===== src/rtl/erwa_pkg.sv =====
// Package for the encoder rate weighted average unit.
// Holds widths, constants and the structs shared by all rtl/erwa_* modules.
// No dependencies.
package erwa_pkg;

   localparam int HISTORY_DEPTH = 20;

   localparam int PERIOD_W = 20;
   localparam int TIME_W   = 32;
   localparam int RATE_W   = 24;

   localparam logic [RATE_W-1:0]   RATE_MAX        = '1;
   localparam logic [PERIOD_W-1:0] THRESHOLD_RESET = PERIOD_W'(500000);

   localparam int RATE_NUMERATOR = 60000000;
   localparam int RATE_NUM_W     = $clog2(RATE_NUMERATOR + 1);

   localparam int WEIGHT_SUM = HISTORY_DEPTH * (HISTORY_DEPTH + 1) / 2;
   localparam int TOTAL_W    = RATE_W + $clog2(HISTORY_DEPTH);
   localparam int SUM_W      = RATE_W + $clog2(WEIGHT_SUM);
   localparam int MULT_W     = RATE_W + $clog2(HISTORY_DEPTH + 1);
   localparam int DIV_W      = (SUM_W > TIME_W) ? SUM_W : TIME_W;
   localparam int STEP_W     = $clog2(DIV_W + 1);

   localparam logic [DIV_W-1:0] RATE_DIVIDEND =
      DIV_W'(RATE_NUMERATOR) << (DIV_W - RATE_NUM_W);

   // floor(sum / WEIGHT_SUM) as (sum * AVG_RECIP) >> AVG_SHIFT, exact for any SUM_W-bit sum
   localparam int AVG_SHIFT  = SUM_W + $clog2(WEIGHT_SUM);
   localparam int RECIP_W    = SUM_W + 1;
   localparam int AVG_PROD_W = SUM_W + RECIP_W;
   localparam longint unsigned AVG_RECIP_FULL =
      ((64'd1 << AVG_SHIFT) + 64'(WEIGHT_SUM) - 64'd1) / 64'(WEIGHT_SUM);
   localparam logic [RECIP_W-1:0] AVG_RECIP = RECIP_W'(AVG_RECIP_FULL);

   localparam int QUEUE_DEPTH = 2;
   localparam int QPTR_W      = $clog2(QUEUE_DEPTH);

   localparam int REQ_DATA_W = ((PERIOD_W + TIME_W + 7) / 8) * 8;
   localparam int RSP_DATA_W = ((2 * RATE_W + 7) / 8) * 8;

   typedef struct packed {
      logic              pulse_hit;
      logic [TIME_W-1:0] elapsed;
   } erwa_task_type;

   typedef struct packed {
      logic              start;
      logic [DIV_W-1:0]  dividend;
      logic [DIV_W-1:0]  divisor;
      logic [STEP_W-1:0] steps;
   } erwa_div_req_type;

   typedef struct packed {
      logic             done;
      logic [DIV_W-1:0] quotient;
   } erwa_div_rsp_type;

endpackage


===== src/rtl/erwa_front.sv =====
// Front end: threshold register, edge detection and elapsed-time capture.
// Pushes one task per accepted item into erwa_queue. Uses erwa_pkg.
module erwa_front
   import erwa_pkg::*;
(
   input  logic                  clock,
   input  logic                  reset,
   input  logic                  req_tvalid,
   output logic                  req_tready,
   input  logic [REQ_DATA_W-1:0] req_tdata,
   input  logic                  csr_valid,
   output logic                  csr_ready,
   input  logic [PERIOD_W-1:0]   csr_data,
   input  logic                  queue_full,
   output logic                  push,
   output erwa_task_type         push_task
);

   logic [PERIOD_W-1:0] thresh_ff, thresh_in;
   logic                above_ff, above_in;
   logic [TIME_W-1:0]   last_ff, last_in;
   logic [PERIOD_W-1:0] period;
   logic [TIME_W-1:0]   stamp;
   logic                below;
   logic                hit;

   assign req_tready = ~queue_full;
   assign csr_ready  = 1'b1;
   assign period     = req_tdata[PERIOD_W-1:0];
   assign stamp      = req_tdata[PERIOD_W +: TIME_W];
   assign below      = (period <= thresh_ff);
   assign hit        = below & above_ff;
   assign push       = req_tvalid & req_tready;

   assign push_task.pulse_hit = hit;
   assign push_task.elapsed   = stamp - last_ff;

   always_comb begin
      thresh_in = thresh_ff;
      above_in  = above_ff;
      last_in   = last_ff;
      if (csr_valid & csr_ready) begin
         thresh_in = csr_data;
      end
      if (push) begin
         above_in = ~below;
         if (hit) begin
            last_in = stamp;
         end
      end
   end

   always_ff @(posedge clock) begin
      if (reset) begin
         thresh_ff <= THRESHOLD_RESET;
         above_ff  <= 1'b0;
         last_ff   <= '0;
      end else begin
         thresh_ff <= thresh_in;
         above_ff  <= above_in;
         last_ff   <= last_in;
      end
   end

endmodule


===== src/rtl/erwa_queue.sv =====
// Short task queue between front and back end.
// Depth set by QUEUE_DEPTH in erwa_pkg.
module erwa_queue
   import erwa_pkg::*;
(
   input  logic          clock,
   input  logic          reset,
   input  logic          push,
   input  erwa_task_type push_task,
   output logic          full,
   input  logic          pop,
   output logic          head_valid,
   output erwa_task_type head_task
);

   erwa_task_type       slot_ff [QUEUE_DEPTH];
   logic [QPTR_W-1:0]   wr_ff, wr_in;
   logic [QPTR_W-1:0]   rd_ff, rd_in;
   logic [QPTR_W:0]     count_ff, count_in;

   assign full       = (count_ff == (QPTR_W+1)'(QUEUE_DEPTH));
   assign head_valid = (count_ff != '0);
   assign head_task  = slot_ff[rd_ff];

   function automatic logic [QPTR_W-1:0] bump(input logic [QPTR_W-1:0] ptr);
      if (ptr == QPTR_W'(QUEUE_DEPTH - 1)) begin
         return '0;
      end
      return ptr + 1'b1;
   endfunction

   always_comb begin
      wr_in    = wr_ff;
      rd_in    = rd_ff;
      count_in = count_ff;
      if (push) begin
         wr_in = bump(wr_ff);
      end
      if (pop) begin
         rd_in = bump(rd_ff);
      end
      if (push & ~pop) begin
         count_in = count_ff + 1'b1;
      end else if (pop & ~push) begin
         count_in = count_ff - 1'b1;
      end
   end

   always_ff @(posedge clock) begin
      if (push) begin
         slot_ff[wr_ff] <= push_task;
      end
   end

   always_ff @(posedge clock) begin
      if (reset) begin
         wr_ff    <= '0;
         rd_ff    <= '0;
         count_ff <= '0;
      end else begin
         wr_ff    <= wr_in;
         rd_ff    <= rd_in;
         count_ff <= count_in;
      end
   end

endmodule


===== src/rtl/erwa_divider.sv =====
// Restoring divider, one quotient bit per cycle, used by the back end.
// Takes a left-aligned dividend and a step count. Uses erwa_pkg.
module erwa_divider
   import erwa_pkg::*;
(
   input  logic             clock,
   input  logic             reset,
   input  erwa_div_req_type req,
   output erwa_div_rsp_type rsp
);

   logic [DIV_W-1:0]  quo_ff, quo_in;
   logic [DIV_W-1:0]  rem_ff, rem_in;
   logic [DIV_W-1:0]  dvs_ff, dvs_in;
   logic [STEP_W-1:0] cnt_ff, cnt_in;
   logic              done_ff, done_in;
   logic [DIV_W:0]    shifted;
   logic [DIV_W:0]    diff;

   assign shifted      = {rem_ff, quo_ff[DIV_W-1]};
   assign diff         = shifted - {1'b0, dvs_ff};
   assign rsp.done     = done_ff;
   assign rsp.quotient = quo_ff;

   always_comb begin
      quo_in  = quo_ff;
      rem_in  = rem_ff;
      dvs_in  = dvs_ff;
      cnt_in  = cnt_ff;
      done_in = 1'b0;
      if (req.start) begin
         quo_in = req.dividend;
         rem_in = '0;
         dvs_in = req.divisor;
         cnt_in = req.steps;
      end else if (cnt_ff != '0) begin
         if (diff[DIV_W]) begin
            rem_in = shifted[DIV_W-1:0];
            quo_in = {quo_ff[DIV_W-2:0], 1'b0};
         end else begin
            rem_in = diff[DIV_W-1:0];
            quo_in = {quo_ff[DIV_W-2:0], 1'b1};
         end
         cnt_in  = cnt_ff - 1'b1;
         done_in = (cnt_ff == STEP_W'(1));
      end
   end

   always_ff @(posedge clock) begin
      quo_ff <= quo_in;
      rem_ff <= rem_in;
      dvs_ff <= dvs_in;
   end

   always_ff @(posedge clock) begin
      if (reset) begin
         cnt_ff  <= '0;
         done_ff <= 1'b0;
      end else begin
         cnt_ff  <= cnt_in;
         done_ff <= done_in;
      end
   end

endmodule


===== src/rtl/erwa_back.sv =====
// Back end: rate division, history shift line, running weighted sum, average
// by reciprocal multiplication and the result register. Uses erwa_pkg and erwa_divider.
module erwa_back
   import erwa_pkg::*;
(
   input  logic                  clock,
   input  logic                  reset,
   input  logic                  head_valid,
   input  erwa_task_type         head_task,
   output logic                  pop,
   output logic                  rsp_tvalid,
   input  logic                  rsp_tready,
   output logic [RSP_DATA_W-1:0] rsp_tdata,
   output logic                  rsp_tuser
);

   typedef enum logic [4:0] {
      ST_IDLE   = 5'b00001,
      ST_RATE   = 5'b00010,
      ST_UPDATE = 5'b00100,
      ST_AVG    = 5'b01000,
      ST_OUT    = 5'b10000
   } erwa_state_type;

   erwa_state_type      state_ff, state_in;
   logic [RATE_W-1:0]   hist_ff [HISTORY_DEPTH];
   logic [RATE_W-1:0]   hist_in [HISTORY_DEPTH];
   logic [TOTAL_W-1:0]  total_ff, total_in;
   logic [SUM_W-1:0]    sum_ff, sum_in;
   logic [RATE_W-1:0]   instant_ff, instant_in;
   logic [RATE_W-1:0]   filtered_ff, filtered_in;
   logic                rsp_valid_ff, rsp_valid_in;
   logic [RSP_DATA_W-1:0] rsp_data_ff, rsp_data_in;
   logic                rsp_user_ff, rsp_user_in;
   logic [MULT_W-1:0]   scaled;
   logic [SUM_W:0]      sum_wide;
   logic [AVG_PROD_W-1:0] avg_prod;
   logic                load_out;
   erwa_div_req_type    div_req;
   erwa_div_rsp_type    div_rsp;

   erwa_divider u_divider (
      .clock (clock),
      .reset (reset),
      .req   (div_req),
      .rsp   (div_rsp)
   );

   assign rsp_tvalid = rsp_valid_ff;
   assign rsp_tdata  = rsp_data_ff;
   assign rsp_tuser  = rsp_user_ff;

   assign scaled   = MULT_W'(instant_ff) * MULT_W'(HISTORY_DEPTH);
   assign sum_wide = (SUM_W+1)'(sum_ff) + (SUM_W+1)'(scaled) - (SUM_W+1)'(total_ff);
   assign avg_prod = AVG_PROD_W'(sum_ff) * AVG_PROD_W'(AVG_RECIP);
   assign load_out = (state_ff == ST_OUT) & (~rsp_valid_ff | rsp_tready);
   assign pop      = load_out;

   always_comb begin
      hist_in[0] = instant_ff;
      for (int i = 1; i < HISTORY_DEPTH; i++) begin
         hist_in[i] = hist_ff[i-1];
      end
   end

   always_comb begin
      state_in     = state_ff;
      total_in     = total_ff;
      sum_in       = sum_ff;
      instant_in   = instant_ff;
      filtered_in  = filtered_ff;
      rsp_valid_in = rsp_valid_ff & ~rsp_tready;
      rsp_data_in  = rsp_data_ff;
      rsp_user_in  = rsp_user_ff;
      div_req      = '{start: 1'b0, dividend: RATE_DIVIDEND,
                       divisor: DIV_W'(head_task.elapsed), steps: STEP_W'(RATE_NUM_W)};
      unique case (state_ff)
         ST_IDLE: begin
            if (head_valid) begin
               if (head_task.pulse_hit) begin
                  div_req.start = 1'b1;
                  state_in      = ST_RATE;
               end else begin
                  state_in = ST_OUT;
               end
            end
         end
         ST_RATE: begin
            if (div_rsp.done) begin
               if ((head_task.elapsed == '0) || (div_rsp.quotient[DIV_W-1:RATE_W] != '0)) begin
                  instant_in = RATE_MAX;
               end else begin
                  instant_in = div_rsp.quotient[RATE_W-1:0];
               end
               state_in = ST_UPDATE;
            end
         end
         ST_UPDATE: begin
            total_in = total_ff + TOTAL_W'(instant_ff) - TOTAL_W'(hist_ff[HISTORY_DEPTH-1]);
            sum_in   = sum_wide[SUM_W-1:0];
            state_in = ST_AVG;
         end
         ST_AVG: begin
            filtered_in = avg_prod[AVG_SHIFT +: RATE_W];
            state_in    = ST_OUT;
         end
         ST_OUT: begin
            if (load_out) begin
               rsp_valid_in = 1'b1;
               rsp_data_in  = RSP_DATA_W'({filtered_ff, instant_ff});
               rsp_user_in  = head_task.pulse_hit;
               state_in     = ST_IDLE;
            end
         end
         default: begin
            state_in = ST_IDLE;
         end
      endcase
   end

   always_ff @(posedge clock) begin
      rsp_data_ff <= rsp_data_in;
      rsp_user_ff <= rsp_user_in;
   end

   always_ff @(posedge clock) begin
      if (reset) begin
         state_ff     <= ST_IDLE;
         total_ff     <= '0;
         sum_ff       <= '0;
         instant_ff   <= '0;
         filtered_ff  <= '0;
         rsp_valid_ff <= 1'b0;
         for (int i = 0; i < HISTORY_DEPTH; i++) begin
            hist_ff[i] <= '0;
         end
      end else begin
         state_ff     <= state_in;
         total_ff     <= total_in;
         sum_ff       <= sum_in;
         instant_ff   <= instant_in;
         filtered_ff  <= filtered_in;
         rsp_valid_ff <= rsp_valid_in;
         if (state_ff == ST_UPDATE) begin
            for (int i = 0; i < HISTORY_DEPTH; i++) begin
               hist_ff[i] <= hist_in[i];
            end
         end
      end
   end

endmodule


===== src/rtl/encoder_rate_weighted_average_unit.sv =====
// Top level of the encoder rate weighted average unit.
// Depends on erwa_pkg, erwa_front, erwa_queue and erwa_back.
//
// Usage:
//   req channel: one item per sample tick, tdata = semi-period (20 bits) and
//   microsecond timestamp (32 bits). rsp channel: exactly one item per
//   request, tdata = instant rate and filtered rate, tuser = updated flag.
//   csr channel: writes the 20-bit period threshold; always ready. Write it
//   only while no request is in flight.
// Sequencing:
//   A tick without a rate update passes from the task queue through the back
//   end's idle and output states into the output register. A tick that
//   computes a rate runs the one-bit-per-cycle divider once (26 steps),
//   updates the running weighted sum, forms the average by a reciprocal
//   multiply and then loads the output register. The back end works on one
//   task at a time and pops it only when it loads the result.
// Reset:
//   Synchronous, active high. Clears the history, the running sums, the held
//   rates, the edge flag and the last computation time; threshold = 500000.
// Backpressure:
//   A result waits in the output register while rsp_tready is low; the task
//   queue keeps taking requests until its two slots fill, then req_tready drops.
module encoder_rate_weighted_average_unit
   import erwa_pkg::*;
(
   input  logic                  clock,
   input  logic                  reset,
   input  logic                  req_tvalid,
   output logic                  req_tready,
   input  logic [REQ_DATA_W-1:0] req_tdata,   // semi_period_us, timestamp_us
   output logic                  rsp_tvalid,
   input  logic                  rsp_tready,
   output logic [RSP_DATA_W-1:0] rsp_tdata,   // instant_rate, filtered_rate
   output logic                  rsp_tuser,   // updated
   input  logic                  csr_valid,
   output logic                  csr_ready,
   input  logic [PERIOD_W-1:0]   csr_data     // period_threshold_us
);

   logic          push;
   erwa_task_type push_task;
   logic          queue_full;
   logic          pop;
   logic          head_valid;
   erwa_task_type head_task;

   erwa_front u_front (
      .clock      (clock),
      .reset      (reset),
      .req_tvalid (req_tvalid),
      .req_tready (req_tready),
      .req_tdata  (req_tdata),
      .csr_valid  (csr_valid),
      .csr_ready  (csr_ready),
      .csr_data   (csr_data),
      .queue_full (queue_full),
      .push       (push),
      .push_task  (push_task)
   );

   erwa_queue u_queue (
      .clock      (clock),
      .reset      (reset),
      .push       (push),
      .push_task  (push_task),
      .full       (queue_full),
      .pop        (pop),
      .head_valid (head_valid),
      .head_task  (head_task)
   );

   erwa_back u_back (
      .clock      (clock),
      .reset      (reset),
      .head_valid (head_valid),
      .head_task  (head_task),
      .pop        (pop),
      .rsp_tvalid (rsp_tvalid),
      .rsp_tready (rsp_tready),
      .rsp_tdata  (rsp_tdata),
      .rsp_tuser  (rsp_tuser)
   );

endmodule


===== config.mk =====
export PLATFORM = sky130hd
export DESIGN_NAME = encoder_rate_weighted_average_unit
export DESIGN_NICKNAME = d
export VERILOG_FILES = /design/src/rtl/erwa_pkg.sv /design/src/rtl/erwa_front.sv /design/src/rtl/erwa_queue.sv /design/src/rtl/erwa_divider.sv /design/src/rtl/erwa_back.sv /design/src/rtl/encoder_rate_weighted_average_unit.sv
export SDC_FILE = /design/constraint.sdc
export NUM_CORES = 2
export LEC_CHECK = 0
export ABC_AREA = 1
export BUFFER_PORTS_ARGS = -buffer_cell sky130_fd_sc_hd__buf_2
export CORE_ASPECT_RATIO = 1.1
export CORE_MARGIN = 2
export CORE_UTILIZATION = 49
export DETAILED_ROUTE_END_ITERATION = 16
export PLACE_DENSITY = 0.73
export SETUP_SLACK_MARGIN = 0.5
export SLEW_MARGIN = 10
export SYNTH_ARGS = -nofsm -noshare
export SYNTH_HDL_FRONTEND = slang
export SYNTH_SLANG_ARGS = --single-unit

===== constraint.sdc =====
create_clock -name clock -period 50.9 [get_ports clock]
set_clock_uncertainty 0.2 [all_clocks]
set_input_delay 7.635 -clock clock [delete_from_list [all_inputs] [get_ports clock]]
set_output_delay 7.635 -clock clock [all_outputs]
set_load 0.03 [all_outputs]

==> metrics.md <==
| Metric | Value |
|---|---|
| Syn_nets | 7422 |
| Vert. Die Dim | 359 um |
| Wire length per cell | 16.0 um |
| Rows | 130 |
| Setup TNS | 0 ps |
| Hold-fix buffers, CTS | 0 |
| Clk pwr share | 32.4% |
| RSZ-0062 raised after global routing | no |
| EDFF count, synth | 627 |
| IO Port Bufs | 127 |
| Critical Path RT | 51010 ps |
| Sequential-to-total area share from yosys stat | 42.2% |
| CTS resizes | 0 |
| Layout cells sized above 1 | 4.75% |
| Sw frac | 32.6% |
| Reg2reg start | u_back.sum_ff[26] |
| # IOs | 133 |
| Post-route setup slack | 40780 ps |
| Slowest Stage Delay on Critical Path | 680 ps |
| Most frequent CP cell | buf_4 |
| Critical setup path kind | in -> reg |
| First drt pass iteration count | 5 |
| Worst-path cell chain | buf_4 > nor2_1 > buf_4 > inv_8 > buf_12 |
| GPL Wtd Cong | 0.989 |
| Tmin final | 10120 ps |
| Avg Inst Size Synth | 8.56 um^2 |
| Top-count cell post-synth | inv_1 |
| Peak VDD IR | 32.9 uV |
| Vias per cell | 4.94 |
| R2R Path End | u_back.filtered_ff[19] |
| Fillcell total | 10300 |
| Synth-to-Final Area Change | 9.11% |
| Setup violators final | 0 |
| Worst-path clk slew | 60 ps |
| Fin crit share | 19.9% |
| Setup bufs post-CTS | 0 |
| Initial antenna violation count | 1 |
| Worst hold path depth | 0 |
| Core box area | 114000 um^2 |
| R2R Setup Slk | 43810 ps |
| Synth top area share | 33.5% |
| Final Net Count | 7527 |
| Tot Pwr | 2.06 mW |
| Hold Crit Class | reg -> reg |
| Maximum clock path buffer count | 3 |
| Hold Vio Cnt, Final | 0 |
| First-pass GRT wire length | 210 mm |
| Slew @ Worst Pin | 1220 ps |
| Max_cap viols | 0 |
| ANT nets after route | 0 |
| Slowest cell on crit path | buf_12 |
| Logic pwr share | 25.1% |
| Synth area leaders | edfxtp_1, ha_1, inv_1, fa_1, dfxtp_1 |
| Overall Global Routing Usage | 22.6% |
| FF-to-FF path depth | 24 |
| Vias in the first global route | 39800 |
| CTS tree | done |
| Drt drc | 0 |
| Post-DP HPWL | 102 mm |
| Clock Latency Late Sink | 730 ps |
| Die area | 117000 um^2 |
| Ys flop type | edfxtp_1 |
| Routed wire length | 132 mm |
| Part of the power in registers | 42.5% |
| Post-Syn Area | 56200 um^2 |
| Crit path DAT | 10230 ps |
| Initial Util | 49.3% |
| CTS H-tree lvls | 3 |
| CTS root buf | clkbuf_16 |
| Max Freq | 98.8 MHz |
| Sink Count | 871 |
| Yosys top cell by area | edfxtp_1 |
| Crit end category | flop |
| Hold EP | u_back.rsp_tdata[33] |
| Crit-path max FO | 204 |
| Worst hold slack | 227 ps |
| TritonCTS Buffers | 89 |
| Initial DRC count | 2899 |
| Setup slack at placement | 40140 ps |
| Int Pwr | 1.39 mW |
| CP Launch Type | primary input |
| Ys async rst share | 0% |
| Hold_sp | u_back.filtered_ff[9] |
| Die W | 327 um |
| Unique masters post-synth | 53 |
| Slew Limit Fails | 0 |
| Syn Inst Count | 6562 |
| Synth Register Bits | 871 |
| Most instantiated cells after synthesis | inv_1, nand2_1, nor2_1, edfxtp_1, ha_1 |
| P_sw | 670 uW |
| Relative slew slack | 18.7% |
| Leakage dissipation | 30.6 nW |
| Placed inst area | 58300 um^2 |
| GRT overflow | 0 |
| Largest net degree at the start of global routing | 205 |
| Via Count | 40800 |
| N_diodes | 0 |
| Yosys warning count | 0 |
| Final Instance Area | 61300 um^2 |
| Power Dens Cells | 33.6 nW/um^2 |
| Status | complete, no violations |
## registers in the layout, summed over array words and instances (netlist names), 5 cells and up, named ones only
name                     count
u_back.total_ff             29
u_back.hist_ff             480
u_back.u_divider.rem_ff     32
u_front.thresh_ff           20
u_queue.slot_ff             66
u_front.last_ff             32
u_back.sum_ff               32
u_back.state_ff              5
u_back.u_divider.quo_ff     32
u_back.rsp_tdata            48
u_back.instant_ff           24
u_back.filtered_ff          24
u_back.u_divider.cnt_ff      6
u_back.u_divider.dvs_ff     32
## cells by family (layout without fill, tap and decap cells)
kind of cell    Yosys count  in the layout  synth area share, %
compound gates          791            791                 7.48
xor+xnor                 72             72                 1.12
fa+ha+maj               779            779                 21.0
buf+inv                1702           1881                 11.6
flops                   871            871                 42.2
mux                       2              2               0.0379
other cells               1              1              0.00667
simple gates           2344           2344                 16.6
## how the worst max path moves through the flow
stage	startpoint	end	slack, ps	cells past startpoint
6_report	reset	u_back.hist_ff[3][7]	40780	5
2_1_floorplan	reset	u_back.hist_ff[0][0]	28360	4
3_3_place_gp	reset	u_back.hist_ff[4][12]	40170	5
4_1_cts	reset	u_back.hist_ff[7][12]	40890	5
3_5_place_dp	reset	u_back.hist_ff[6][14]	40140	5
5_1_grt	reset	u_back.hist_ff[7][12]	40680	5
## power by group through the flow
stage / Clock, mW / Sequential, mW / Combinational [mW]
floorplan: 0 / 0.893 / 0.397
global placement: 0 / 0.887 / 0.505
detailed placement: 0 / 0.889 / 0.512
CTS: 0.683 / 0.875 / 0.518
global route: 0.710 / 0.881 / 0.596
finish: 0.667 / 0.875 / 0.515
## worst max-delay path, delay by kind of cell
family                 cells  cell delay (ps)
buffers and inverters      4             2010
and+or+nand+nor            1              100
## layout make-up
type	count	area, um^2	area share, %
Sequential cell	871	23700	38.7
Clock inverter	44	483	0.788
Timing Repair Buffer	144	791	1.29
Inverter	1572	5920	9.65
Clock buffer	121	2510	4.09
Multi-Input combinational cell	3989	26000	42.4
Tap cell	1518	1900	3.10
## cell usage in the layout, fill, tap and decap left out, types with 6 or more instances in the layout
cell / count
o21ai_0: 298
fa_1: 272
o22ai_1: 21
a21boi_0: 10
inv_1: 1565
o21bai_1: 23
o21ai_1: 26
xor2_1: 47
clkbuf_8: 12
and2_1: 6
nand3_1: 164
nand4_1: 39
nand2_2: 10
or2_2: 7
clkinv_2: 13
nand3b_1: 9
buf_4: 16
nor2_1: 973
xnor2_1: 25
ha_1: 507
clkbuf_1: 18
buf_2: 126
bufinv_16: 6
nor4_1: 17
a21o_1: 20
a21oi_1: 362
nor3_1: 28
clkinv_1: 10
o211ai_1: 8
edfxtp_1: 627
clkbuf_16: 91
nand2_1: 1075
dfxtp_1: 243
## through the flow
stage,util [%],instances
after detailed placement,51.1,8094
final,53.8,8259
after global placement,51.1,8094
after CTS,53.8,8259
after floorplan,-,6562
after global routing,53.8,8259
## per-layer routing
layer,routed length [um],up-vias,GRT usage (%)
met5,0,-,0
met4,4370,0,8.06
met3,6350,208,3.56
met2,62600,750,37.5
met1,58700,19100,30.0
li1,-,20700,-
(Power assumes the default switching activity.)
